## config.mk

```make
export PLATFORM = sky130hd
export DESIGN_NAME = masked_unique_pattern_scan_core
export DESIGN_NICKNAME = d
export VERILOG_FILES = /design/src/mups_pkg.sv /design/src/mups_cell.sv /design/src/mups_tally.sv /design/src/masked_unique_pattern_scan_core.sv
export SDC_FILE = /design/constraint.sdc
export NUM_CORES = 2
export LEC_CHECK = 0
export BUFFER_PORTS_ARGS = -buffer_cell sky130_fd_sc_hd__buf_2
export CAP_MARGIN = 10
export CORE_UTILIZATION = 40
export CTS_CLUSTER_SIZE = 20
export DETAILED_ROUTE_END_ITERATION = 8
export HOLD_SLACK_MARGIN = 0.03
export PLACE_DENSITY = 0.59
export SLEW_MARGIN = 20
export SYNTH_ARGS = -nofsm -noshare
export SYNTH_HDL_FRONTEND = slang
export SYNTH_SLANG_ARGS = --single-unit
```

## constraint.sdc

```tcl
create_clock -name clk -period 16.8 [get_ports clk]
set_input_delay 3.36 -clock clk [delete_from_list [all_inputs] [get_ports clk]]
set_output_delay 3.36 -clock clk [all_outputs]
set_load 0.1 [all_outputs]
```

## src/mups_pkg.sv

```systemverilog
// ----------------------------------------------------------------------------
// mups_pkg: shared definitions for the masked unique pattern scan
// Constants, register indexes and the structs that pass between the cells,
// the tally unit and the top level.
// ----------------------------------------------------------------------------
package mups_pkg;

  // Longest pattern that the cell row can hold.
  localparam int MAX_PATTERN_BYTES = 32;
  localparam int IDX_W             = $clog2(MAX_PATTERN_BYTES);
  localparam int LEN_W             = 6;
  localparam int PAT_BITS          = 8 * MAX_PATTERN_BYTES;
  localparam int OFFSET_W          = 32;
  localparam int CFG_IDX_W         = 3;
  localparam int CFG_DATA_W        = 64;

  // Configuration register indexes.
  localparam logic [CFG_IDX_W-1:0] REG_PATTERN_WORD0 = 3'd0;
  localparam logic [CFG_IDX_W-1:0] REG_PATTERN_WORD1 = 3'd1;
  localparam logic [CFG_IDX_W-1:0] REG_PATTERN_WORD2 = 3'd2;
  localparam logic [CFG_IDX_W-1:0] REG_PATTERN_WORD3 = 3'd3;
  localparam logic [CFG_IDX_W-1:0] REG_CARE_BITS     = 3'd4;
  localparam logic [CFG_IDX_W-1:0] REG_PATTERN_LEN   = 3'd5;

  // Pattern settings as seen by every cell; len is already clamped to 1..MAX.
  typedef struct packed {
    logic [PAT_BITS-1:0]          pattern;
    logic [MAX_PATTERN_BYTES-1:0] care;
    logic [LEN_W-1:0]             len;
  } cfg_t;

  // One scanned byte on its way from the cell row to the tally unit.
  typedef struct packed {
    logic                hit;
    logic                last;
    logic [OFFSET_W-1:0] offset;
  } scan_item_t;

endpackage

```

## src/mups_cell.sv

```systemverilog
// ----------------------------------------------------------------------------
// mups_cell: one window position of the scan row
// Holds one byte of the sliding window with its valid bit, takes its
// neighbor's byte on every accepted transaction, and checks the incoming byte
// against the pattern byte that lines up with this position.
// ----------------------------------------------------------------------------
module mups_cell (
  input  logic                            clk,
  input  logic                            rst_n,
  input  logic [mups_pkg::IDX_W-1:0]      cell_idx,
  input  logic                            shift_en,
  input  logic                            clear,
  input  mups_pkg::cfg_t                  cfg,
  input  logic [7:0]                      prev_byte,
  input  logic                            prev_vld,
  output logic [7:0]                      byte_q,
  output logic                            vld_q,
  output logic                            ok
);

  logic [7:0]                   byte_r;
  logic                         vld_r;
  logic                         vld_nxt;
  logic [mups_pkg::LEN_W-1:0]   idx_ext;
  logic [mups_pkg::LEN_W-1:0]   pat_pos;
  logic [mups_pkg::IDX_W-1:0]   sel;
  logic                         in_use;
  logic [7:0]                   want;
  logic                         care;

  // Pattern byte len-1-idx lines up with this position (newest byte at 0).
  assign idx_ext = {{(mups_pkg::LEN_W - mups_pkg::IDX_W){1'b0}}, cell_idx};
  assign pat_pos = cfg.len - mups_pkg::LEN_W'(1) - idx_ext;
  assign sel     = pat_pos[mups_pkg::IDX_W-1:0];
  assign in_use  = idx_ext < cfg.len;
  assign want    = cfg.pattern[{sel, 3'b000} +: 8];
  assign care    = cfg.care[sel];

  // The check runs on the byte that is about to enter this position.
  assign ok = !in_use || (prev_vld && (!care || (prev_byte == want)));

  // Valid bits shift with the data and drop at the end of a range.
  always_comb begin
    vld_nxt = vld_r;
    if (shift_en) begin
      vld_nxt = clear ? 1'b0 : prev_vld;
    end
  end

  always_ff @(posedge clk) begin
    if (!rst_n) begin
      vld_r <= 1'b0;
    end else begin
      vld_r <= vld_nxt;
    end
  end

  always_ff @(posedge clk) begin
    if (shift_en) begin
      byte_r <= prev_byte;
    end
  end

  assign byte_q = byte_r;
  assign vld_q  = vld_r;

endmodule

```

## src/mups_tally.sv

```systemverilog
// ----------------------------------------------------------------------------
// mups_tally: match tally and result register
// Counts window matches with saturation at two, keeps the offset of the first
// match, and loads the result register on the byte that closes a range.
// ----------------------------------------------------------------------------
module mups_tally (
  input  logic                              clk,
  input  logic                              rst_n,
  input  logic                              item_valid,
  input  mups_pkg::scan_item_t              item,
  output logic                              item_take,
  output logic                              out_valid,
  input  logic                              out_ready,
  output logic                              out_unique,
  output logic                              out_several,
  output logic [mups_pkg::OFFSET_W-1:0]     out_offset
);

  logic [1:0]                      tally_r;
  logic [1:0]                      tally_nxt;
  logic [1:0]                      tally_upd;
  logic [mups_pkg::OFFSET_W-1:0]   first_r;
  logic [mups_pkg::OFFSET_W-1:0]   first_nxt;
  logic [mups_pkg::OFFSET_W-1:0]   first_upd;
  logic                            out_valid_r;
  logic                            out_valid_nxt;
  logic                            out_unique_r;
  logic                            out_several_r;
  logic [mups_pkg::OFFSET_W-1:0]   out_offset_r;
  logic                            out_free;
  logic                            closing;

  // A closing byte waits only while the result register is still occupied.
  assign out_free  = !out_valid_r || out_ready;
  assign item_take = item_valid && (!item.last || out_free);
  assign closing   = item_take && item.last;

  // Saturating tally and first-match offset after this byte.
  always_comb begin
    tally_upd = tally_r;
    first_upd = first_r;
    if (item.hit) begin
      if (tally_r == 2'd0) begin
        first_upd = item.offset;
      end
      if (tally_r != 2'd2) begin
        tally_upd = tally_r + 2'd1;
      end
    end
  end

  always_comb begin
    tally_nxt = tally_r;
    first_nxt = first_r;
    if (item_take) begin
      tally_nxt = item.last ? 2'd0 : tally_upd;
      first_nxt = item.last ? '0 : first_upd;
    end
  end

  always_comb begin
    out_valid_nxt = out_valid_r;
    if (closing) begin
      out_valid_nxt = 1'b1;
    end else if (out_ready) begin
      out_valid_nxt = 1'b0;
    end
  end

  always_ff @(posedge clk) begin
    if (!rst_n) begin
      tally_r     <= 2'd0;
      first_r     <= '0;
      out_valid_r <= 1'b0;
    end else begin
      tally_r     <= tally_nxt;
      first_r     <= first_nxt;
      out_valid_r <= out_valid_nxt;
    end
  end

  // Result payload.
  always_ff @(posedge clk) begin
    if (closing) begin
      out_unique_r  <= (tally_upd == 2'd1);
      out_several_r <= (tally_upd == 2'd2);
      out_offset_r  <= (tally_upd != 2'd0) ? first_upd : '0;
    end
  end

  assign out_valid   = out_valid_r;
  assign out_unique  = out_unique_r;
  assign out_several = out_several_r;
  assign out_offset  = out_offset_r;

endmodule

```

## src/masked_unique_pattern_scan_core.sv

```systemverilog
// ----------------------------------------------------------------------------
// masked_unique_pattern_scan_core: masked byte pattern scan, unique match
// The byte marked last is registered in stage A at the edge that takes it, and its
// result loads the output register once the tally unit takes it from stage A.
// Throughput: one byte per cycle; a row of 32 cells checks every window
// position in the cycle a byte enters, and the tally unit updates once a byte.
// Only a result still waiting at the output holds off the next closing byte.
// Reset (rst_n low at a clock edge) clears the scan state, the pattern
// registers and care bits, and sets the pattern length to one.
// ----------------------------------------------------------------------------
module masked_unique_pattern_scan_core (
  input  logic                                clk,
  input  logic                                rst_n,
  // Input channel.
  input  logic                                in_tvalid,
  output logic                                in_tready,
  input  logic [7:0]                          in_tdata,   // [7:0] data_byte
  input  logic                                in_tlast,   // is_last
  // Result channel.
  output logic                                out_tvalid,
  input  logic                                out_tready,
  output logic [mups_pkg::OFFSET_W-1:0]       out_tdata,  // [31:0] match_offset
  output logic [1:0]                          out_tuser,  // [0] unique_found,
                                                          // [1] several_found
  // Configuration port.
  input  logic                                cfg_we,
  input  logic [mups_pkg::CFG_IDX_W-1:0]      cfg_index,
  input  logic [mups_pkg::CFG_DATA_W-1:0]     cfg_wdata
);

  localparam int N = mups_pkg::MAX_PATTERN_BYTES;

  logic [mups_pkg::PAT_BITS-1:0]   pattern_r;
  logic [N-1:0]                    care_r;
  logic [mups_pkg::LEN_W-1:0]      len_r;
  logic [mups_pkg::LEN_W-1:0]      len_eff;
  mups_pkg::cfg_t                  cfg;

  logic                            accept;
  logic [7:0]                      win_byte [N];
  logic [N-1:0]                    win_vld;
  logic [N-1:0]                    cell_ok;

  logic [mups_pkg::OFFSET_W-1:0]   seen_r;
  logic [mups_pkg::OFFSET_W-1:0]   seen_nxt;
  logic [mups_pkg::OFFSET_W-1:0]   seen_inc;

  logic                            a_valid_r;
  logic                            a_valid_nxt;
  mups_pkg::scan_item_t            a_item_r;
  mups_pkg::scan_item_t            a_item_nxt;
  logic                            a_take;

  // Configuration registers.
  always_ff @(posedge clk) begin
    if (!rst_n) begin
      pattern_r <= '0;
      care_r    <= '0;
      len_r     <= mups_pkg::LEN_W'(1);
    end else if (cfg_we) begin
      unique case (cfg_index)
        mups_pkg::REG_PATTERN_WORD0: pattern_r[0*64 +: 64] <= cfg_wdata;
        mups_pkg::REG_PATTERN_WORD1: pattern_r[1*64 +: 64] <= cfg_wdata;
        mups_pkg::REG_PATTERN_WORD2: pattern_r[2*64 +: 64] <= cfg_wdata;
        mups_pkg::REG_PATTERN_WORD3: pattern_r[3*64 +: 64] <= cfg_wdata;
        mups_pkg::REG_CARE_BITS:     care_r <= cfg_wdata[N-1:0];
        mups_pkg::REG_PATTERN_LEN:   len_r  <= cfg_wdata[mups_pkg::LEN_W-1:0];
        default: ;
      endcase
    end
  end

  // Clamp the length to 1..N.
  always_comb begin
    len_eff = len_r;
    if (len_r == '0) begin
      len_eff = mups_pkg::LEN_W'(1);
    end else if (len_r > mups_pkg::LEN_W'(N)) begin
      len_eff = mups_pkg::LEN_W'(N);
    end
  end

  assign cfg.pattern = pattern_r;
  assign cfg.care    = care_r;
  assign cfg.len     = len_eff;

  // Input handshake: stage A frees whenever the tally unit takes its item.
  assign in_tready = !a_valid_r || a_take;
  assign accept    = in_tvalid && in_tready;

  // Row of window cells; cell 0 takes the incoming byte.
  for (genvar k = 0; k < N; k++) begin : g_cell
    logic [7:0] prev_byte;
    logic       prev_vld;
    if (k == 0) begin : g_head
      assign prev_byte = in_tdata;
      assign prev_vld  = 1'b1;
    end else begin : g_body
      assign prev_byte = win_byte[k-1];
      assign prev_vld  = win_vld[k-1];
    end
    mups_cell u_cell (
      .clk       (clk),
      .rst_n     (rst_n),
      .cell_idx  (mups_pkg::IDX_W'(k)),
      .shift_en  (accept),
      .clear     (in_tlast),
      .cfg       (cfg),
      .prev_byte (prev_byte),
      .prev_vld  (prev_vld),
      .byte_q    (win_byte[k]),
      .vld_q     (win_vld[k]),
      .ok        (cell_ok[k])
    );
  end

  // Saturating byte counter of the current range.
  assign seen_inc = (seen_r == '1) ? seen_r : seen_r + mups_pkg::OFFSET_W'(1);

  always_comb begin
    seen_nxt = seen_r;
    if (accept) begin
      seen_nxt = in_tlast ? '0 : seen_inc;
    end
  end

  // Stage A: match flag and candidate offset for the byte just taken.
  always_comb begin
    a_item_nxt.hit    = &cell_ok;
    a_item_nxt.last   = in_tlast;
    a_item_nxt.offset = seen_inc - {{(mups_pkg::OFFSET_W - mups_pkg::LEN_W){1'b0}}, len_eff};
  end

  always_comb begin
    a_valid_nxt = a_valid_r;
    if (accept) begin
      a_valid_nxt = 1'b1;
    end else if (a_take) begin
      a_valid_nxt = 1'b0;
    end
  end

  always_ff @(posedge clk) begin
    if (!rst_n) begin
      seen_r    <= '0;
      a_valid_r <= 1'b0;
    end else begin
      seen_r    <= seen_nxt;
      a_valid_r <= a_valid_nxt;
    end
  end

  always_ff @(posedge clk) begin
    if (accept) begin
      a_item_r <= a_item_nxt;
    end
  end

  // Tally and result register.
  mups_tally u_tally (
    .clk         (clk),
    .rst_n       (rst_n),
    .item_valid  (a_valid_r),
    .item        (a_item_r),
    .item_take   (a_take),
    .out_valid   (out_tvalid),
    .out_ready   (out_tready),
    .out_unique  (out_tuser[0]),
    .out_several (out_tuser[1]),
    .out_offset  (out_tdata)
  );

endmodule
```

Word level (Yosys, flattened, before mapping). Index checks and enable logic that the tools add are counted.

Output and inout bits: 36. Register bits after elaboration: 709. Logic and storage cells: 542. Bits of input ports: 81.

Multiplexer cells: 109. Shifts and indexed selects: 32. Reductions and logical operators: 181. Add/sub/neg operators: 35. Eq/ne operators: 41. Order comparisons: 65.

Operators by type and width (number): $shiftx A256 B9 Y8 (32); $eq A8 B8 Y1 (32); $lt A5 B6 Y1 const B (32); $bmux W1 S5 (32); $mux W32 (5); $lt A5 B6 Y1 const A (16); $sub A5 B5 Y5 const B (16); $logic_not A1 Y1 (67); $logic_or A1 B1 Y1 (67); $mux W1 (67); $lt A4 B6 Y1 const A (8); $sub A5 B4 Y5 const B (8); $logic_and A1 B1 Y1 (34); $add A32 B1 Y32 const B (1); $eq A32 B32 Y1 const B (1); $reduce_and A32 Y1 (1); $sub A32 B6 Y32 (1); $lt A3 B6 Y1 const A (4); $sub A5 B3 Y5 const B (4); $lt A1 B6 Y1 const A (2); $lt A2 B6 Y1 const A (2); $mux W6 (2); $reduce_and A2 Y1 (6); $sub A5 B1 Y5 const B (2); 14 further kinds (21).

Depth between registers and ports, before layout.
Depth in word-level cells: 12. Mapped depth: 33. Mapped depth without buffers: 19.

By module. Synthesis repeated with hierarchy kept, for this count alone.

Cells, all modules: 12617. Area total of the unflattened synthesis: 120755.8 µm².

By module, submodules not included: mups_cell at g_cell[0].u_cell ... (sequential area each 260.2 µm², instances 31, area an instance 3216.8 µm², cells each 331); masked_unique_pattern_scan_core (sequential area each 7567.3 µm², instances 1, area an instance 15263.4 µm², cells each 1795); mups_cell at g_cell[9].u_cell (sequential area each 260.2 µm², instances 1, area an instance 3046.7 µm², cells each 316); mups_tally (sequential area each 1721.7 µm², instances 1, area an instance 2723.9 µm², cells each 245).

Worst setup path before layout. Ideal clock, no wire load.

Path kind: in2reg. Start: input out_tready. End: register seen_r[22] in the netlist's numbering. Library setup time: 0.126 ns. Stages on the path: 8. Slack: 3.244 ns. Required time: 16.674 ns. Arrival time: 13.431 ns. Path buffers: 1. Path through: nor2b_1 > nand3_1 > nand2_1 > inv_1 > clkbuf_1 > o21ai_0 > a22oi_1 > nor2b_1.

Longest elaborated chain between the ends: 5.

RTL lines: from (decl) (RTL line masked_unique_pattern_scan_core.sv:21) `input logic out_tready,`; $logic_or A1 B1 Y1 (RTL line mups_tally.sv:34) `assign out_free = !out_valid_r || out_ready;`; $logic_or A1 B1 Y1 (RTL line mups_tally.sv:35) `assign item_take = item_valid && (!item.last || out_free);`; $logic_and A1 B1 Y1 (RTL line mups_tally.sv:35); $logic_or A1 B1 Y1 (RTL line masked_unique_pattern_scan_core.sv:88) `assign in_tready = !a_valid_r || a_take;`; named net in_tready (RTL line masked_unique_pattern_scan_core.sv:16) `output logic in_tready,`; $logic_and A1 B1 Y1 (RTL line masked_unique_pattern_scan_core.sv:89) `assign accept = in_tvalid && in_tready;`; to (signal assigned) (RTL line masked_unique_pattern_scan_core.sv:148) `seen_r <= seen_nxt;`; to (decl) (RTL line masked_unique_pattern_scan_core.sv:44) `logic [mups_pkg::OFFSET_W-1:0] seen_r;`.

The timed path passes the listed nets, and every way through them passes these cells. A chain may end at the register's enable or synchronous reset.

==> metrics.md <==
| Metric | Value |
|---|---|
| Status | `completed` |
| Mapped Area | `56,100 µm²` |
| Fillcell total | `13,700` |
| Number of global-route vias before repair | `slightly below 50,000` |
| Rel. slew slack | `0.0716` |
| Total CTS buffers | `81` |
| Clk Latency, worst-skew pair | `740 ps` |
| Final worst slack | `8370 ps` |
| Utilization after layout | `0.439` |
| Synth top area cells | `edfxtp_1 17%, dfxtp_1 14%, mux2i_1 10%, nand2_1 6.5%, mux4_2 5.2%` |
| CTS tree | `built` |
| CORE AREA | `139,000 µm²` |
| Proportion of layout cells with a drive suffix above 1 | `0.142` |
| Clock sinks | `a little over 700` |
| Post-CTS Setup Inserts | `0` |
| RSZ-0062 raised after global routing | `no` |
| Seq/Total Area, Yosys | `0.310` |
| VDD IR max | `between 70 and 80 µV` |
| Place WS | `around 8900 ps` |
| Final setup viols | `0` |
| Gpl congestion | `1.16` |
| Area growth, synth to finish | `9.04%` |
| Final wirelength | `318,000 µm` |
| Total number of vias | `55,400` |
| Fmax | `around 120 MHz` |
| Initial DRC Count | `approximately 9,000` |
| CTS root buffer | `clkbuf_16` |
| Synth top area share | `0.169` |
| Kind of critical path | `register to register` |
| Pwr Density | `80.2 nW/µm²` |
| Final Cycle Share | `0.502` |
| Max cap viols | `0` |
| Count of cell types in the netlist | `115` |
| Num rows | `between 100 and 150` |
| Mapped Cells | `6,303` |
| Die Wd | `376 µm` |
| Yosys reg bits | `709` |
| Mean Syn Cell Area | `roughly 9 µm²` |
| Worst Path Max Fanout | `76` |
| Worst hold stages | `0` |
| Initial antenna violation count | `14` |
| Met2 Use GR | `0.616` |
| Maximum number of buffers from clock root to sink | `3` |
| Layer with the highest usage | `met2` |
| CP startpoint kind | `register` |
| Initial Util | `0.402` |
| Crit path required time | `17,410 ps` |
| Area leader, netlist | `edfxtp_1` |
| Predominant post-synthesis flop cell | `dfxtp_1` |
| HP Class | `register to register` |
| Met3 usage | `0.146` |
| Antenna Nets Post-Route | `0` |
| R2r worst-path depth | `19` |
| Port bufs | `116` |
| Hold slack | `approximately 480 ps` |
| Final Critical Period | `8430 ps` |
| Wire per inst | `slightly below 40 µm` |
| Post-synthesis net count | `6,405` |
| H-tree Lvls | `3` |
| Gr usage total | `0.437` |
| Pleak | `21.3 nW` |
| CTS clk-pin slew, worst paths | `approximately 70 ps` |
| Post-DP HPWL | `245,000 µm` |
| Setup Total Neg Slack | `0 ps` |
| Fin. max-slew vios | `0` |
| # resized after CTS | `0` |
| Pin count of the biggest net entering global routing | `111` |
| GR Util met1 | `0.557` |
| Die Y | `376 µm` |
| Die Area | `142,000 µm²` |
| YS warnings | `0` |
| Gr ovfl total | `0` |
| First-pass GRT wire length | `427,000 µm` |
| Hold Buf Count CTS | `0` |
| Hold Violations, Final | `0` |
| Post-synth top cells | `968 x nand2_1, 572 x mux2i_1, 393 x dfxtp_1` |
| Most frequent cell after synthesis | `nand2_1` |
| CP endpoint kind | `register` |
| Worst Tran Pin Value | `1380 ps` |
| Clk_skew | `between 50 and 60 ps` |
| Post-route DRC | `0` |
| Detailed Routing Iterations Pass 1 | `7` |
| Nets | `6,239` |
| Drt via density | `6.85` |
| Boundary pin count | `117` |
| Post-synthesis async set-or-reset flop share | `0` |
| Worst EP arrival | `approximately 9000 ps` |
| Post-synth EDFFs | `316` |
==> stage by stage <==
stage / power [W] / std cells / cell area [µm²]
3_5_place_dp: 0.00298 / 7927 / 58200
4_1_cts: 0.00487 / 8075 / 61000
2_1_floorplan: 0.00258 / 6303 / 56100
5_1_grt: 0.00501 / 8078 / 61100
3_3_place_gp: 0.00298 / 7927 / 58100
6_report: 0.00490 / 8091 / 61100
==> report_power, final <==
part	leakage (nW)	total [W]	internal [W]	switching [W]
Sequential	6.27	0.00200	0.00188	0.000117
Clock	1.38	0.00190	0.00110	0.000807
Combinational	13.7	0.00100	0.000317	0.000685
Total	21.3	0.00490	0.00329	0.00161
==> critical path: stages, from the launching register on <==
cell and delay, ps:
dfxtp_4 790, buf_4 640, nor2b_4 300, a21oi_4 50
inv_1 130, ha_4 810, clkinv_2 480, buf_4 450
o221a_2 220, o221ai_1 890, mux2i_1 410, mux2i_1 620
mux2i_1 190, xnor2_1 170, nand4_1 130, nor3_1 410
a21oi_1 190, a2111oi_1 850, nand3_1 170, and4bb_1 280
==> cell type report <==
type | count | area (µm²) | area share
inverter | 66 | 259 | 0.00424
clock inverter | 38 | 561 | 0.00917
timing repair buffer | 301 | 2010 | 0.0328
clock buffer | 110 | 2300 | 0.0376
multi-input combinational | 4978 | 36300 | 0.593
antenna | 13 | 32.5 | 0.000532
tap | 1876 | 2350 | 0.0384
sequential | 709 | 17400 | 0.284
==> logic make-up after synthesis <==
family | after synthesis | share of synthesized area
xor gates and xnor gates | 488 | 0.0773
and+or+nand+nor | 2133 | 0.181
DFF | 709 | 0.310
adders and majority gates | 21 | 0.00482
muxes | 844 | 0.184
buffers and inverters | 616 | 0.0499
AOI/OAI and AO/OA | 1492 | 0.194
==> per-layer routing <==
layer  share of wire  wire, µm
met1            0.39    123000
met2            0.40    128000
met3            0.12     39400
met4           0.090     28600
met5         0.00020        65
==> worst paths after layout <==
| check | from | to | slack (ps) |
|---|---|---|---|
| worst max register to register | len_r[0] | a_item_r[33] | 8370 |
| worst min register to register | g_cell[10].u_cell.byte_q[5] | g_cell[11].u_cell.byte_q[5] | 480 |
| worst min-delay path | g_cell[10].u_cell.byte_q[5] | g_cell[11].u_cell.byte_q[5] | 480 |
| worst max-delay path | len_r[0] | a_item_r[33] | 8370 |
==> sequential cells by signal, summed over array words and instances, names as in the netlist <==
register and cells:
u_tally.tally_r 2, u_tally.first_r 32, u_tally.out_several 1, u_tally.out_valid 1, pattern_r 256, seen_r 32, g_cell.u_cell.byte_q 248, care_r 32
u_tally.out_offset 32, a_valid_r 1, g_cell.u_cell.vld_q 31, a_item_r 34, u_tally.out_unique 1, len_r 6
==> cells in the final DEF (no fill, tap or decap), drive strengths merged, types with 30 or more instances in the layout <==
cell     instances
a211oi          38
a21boi         306
a21oi          200
a221oi          36
a22oi           96
a2bb2oi         30
a31oi           63
and2            37
buf            300
clkbuf         111
dfxtp          393
edfxtp         316
inv             67
mux2           135
mux2i          580
mux4           129
nand2          972
nand2b          83
nand3          127
nand4           63
nor2           238
nor2b          120
nor3           237
nor3b           47
nor4            36
o2111ai         40
o211ai          58
o21ai          172
o221ai         129
o22ai           86
or3             95
xnor2          277
xor2           211
(Power assumes the default switching activity.)
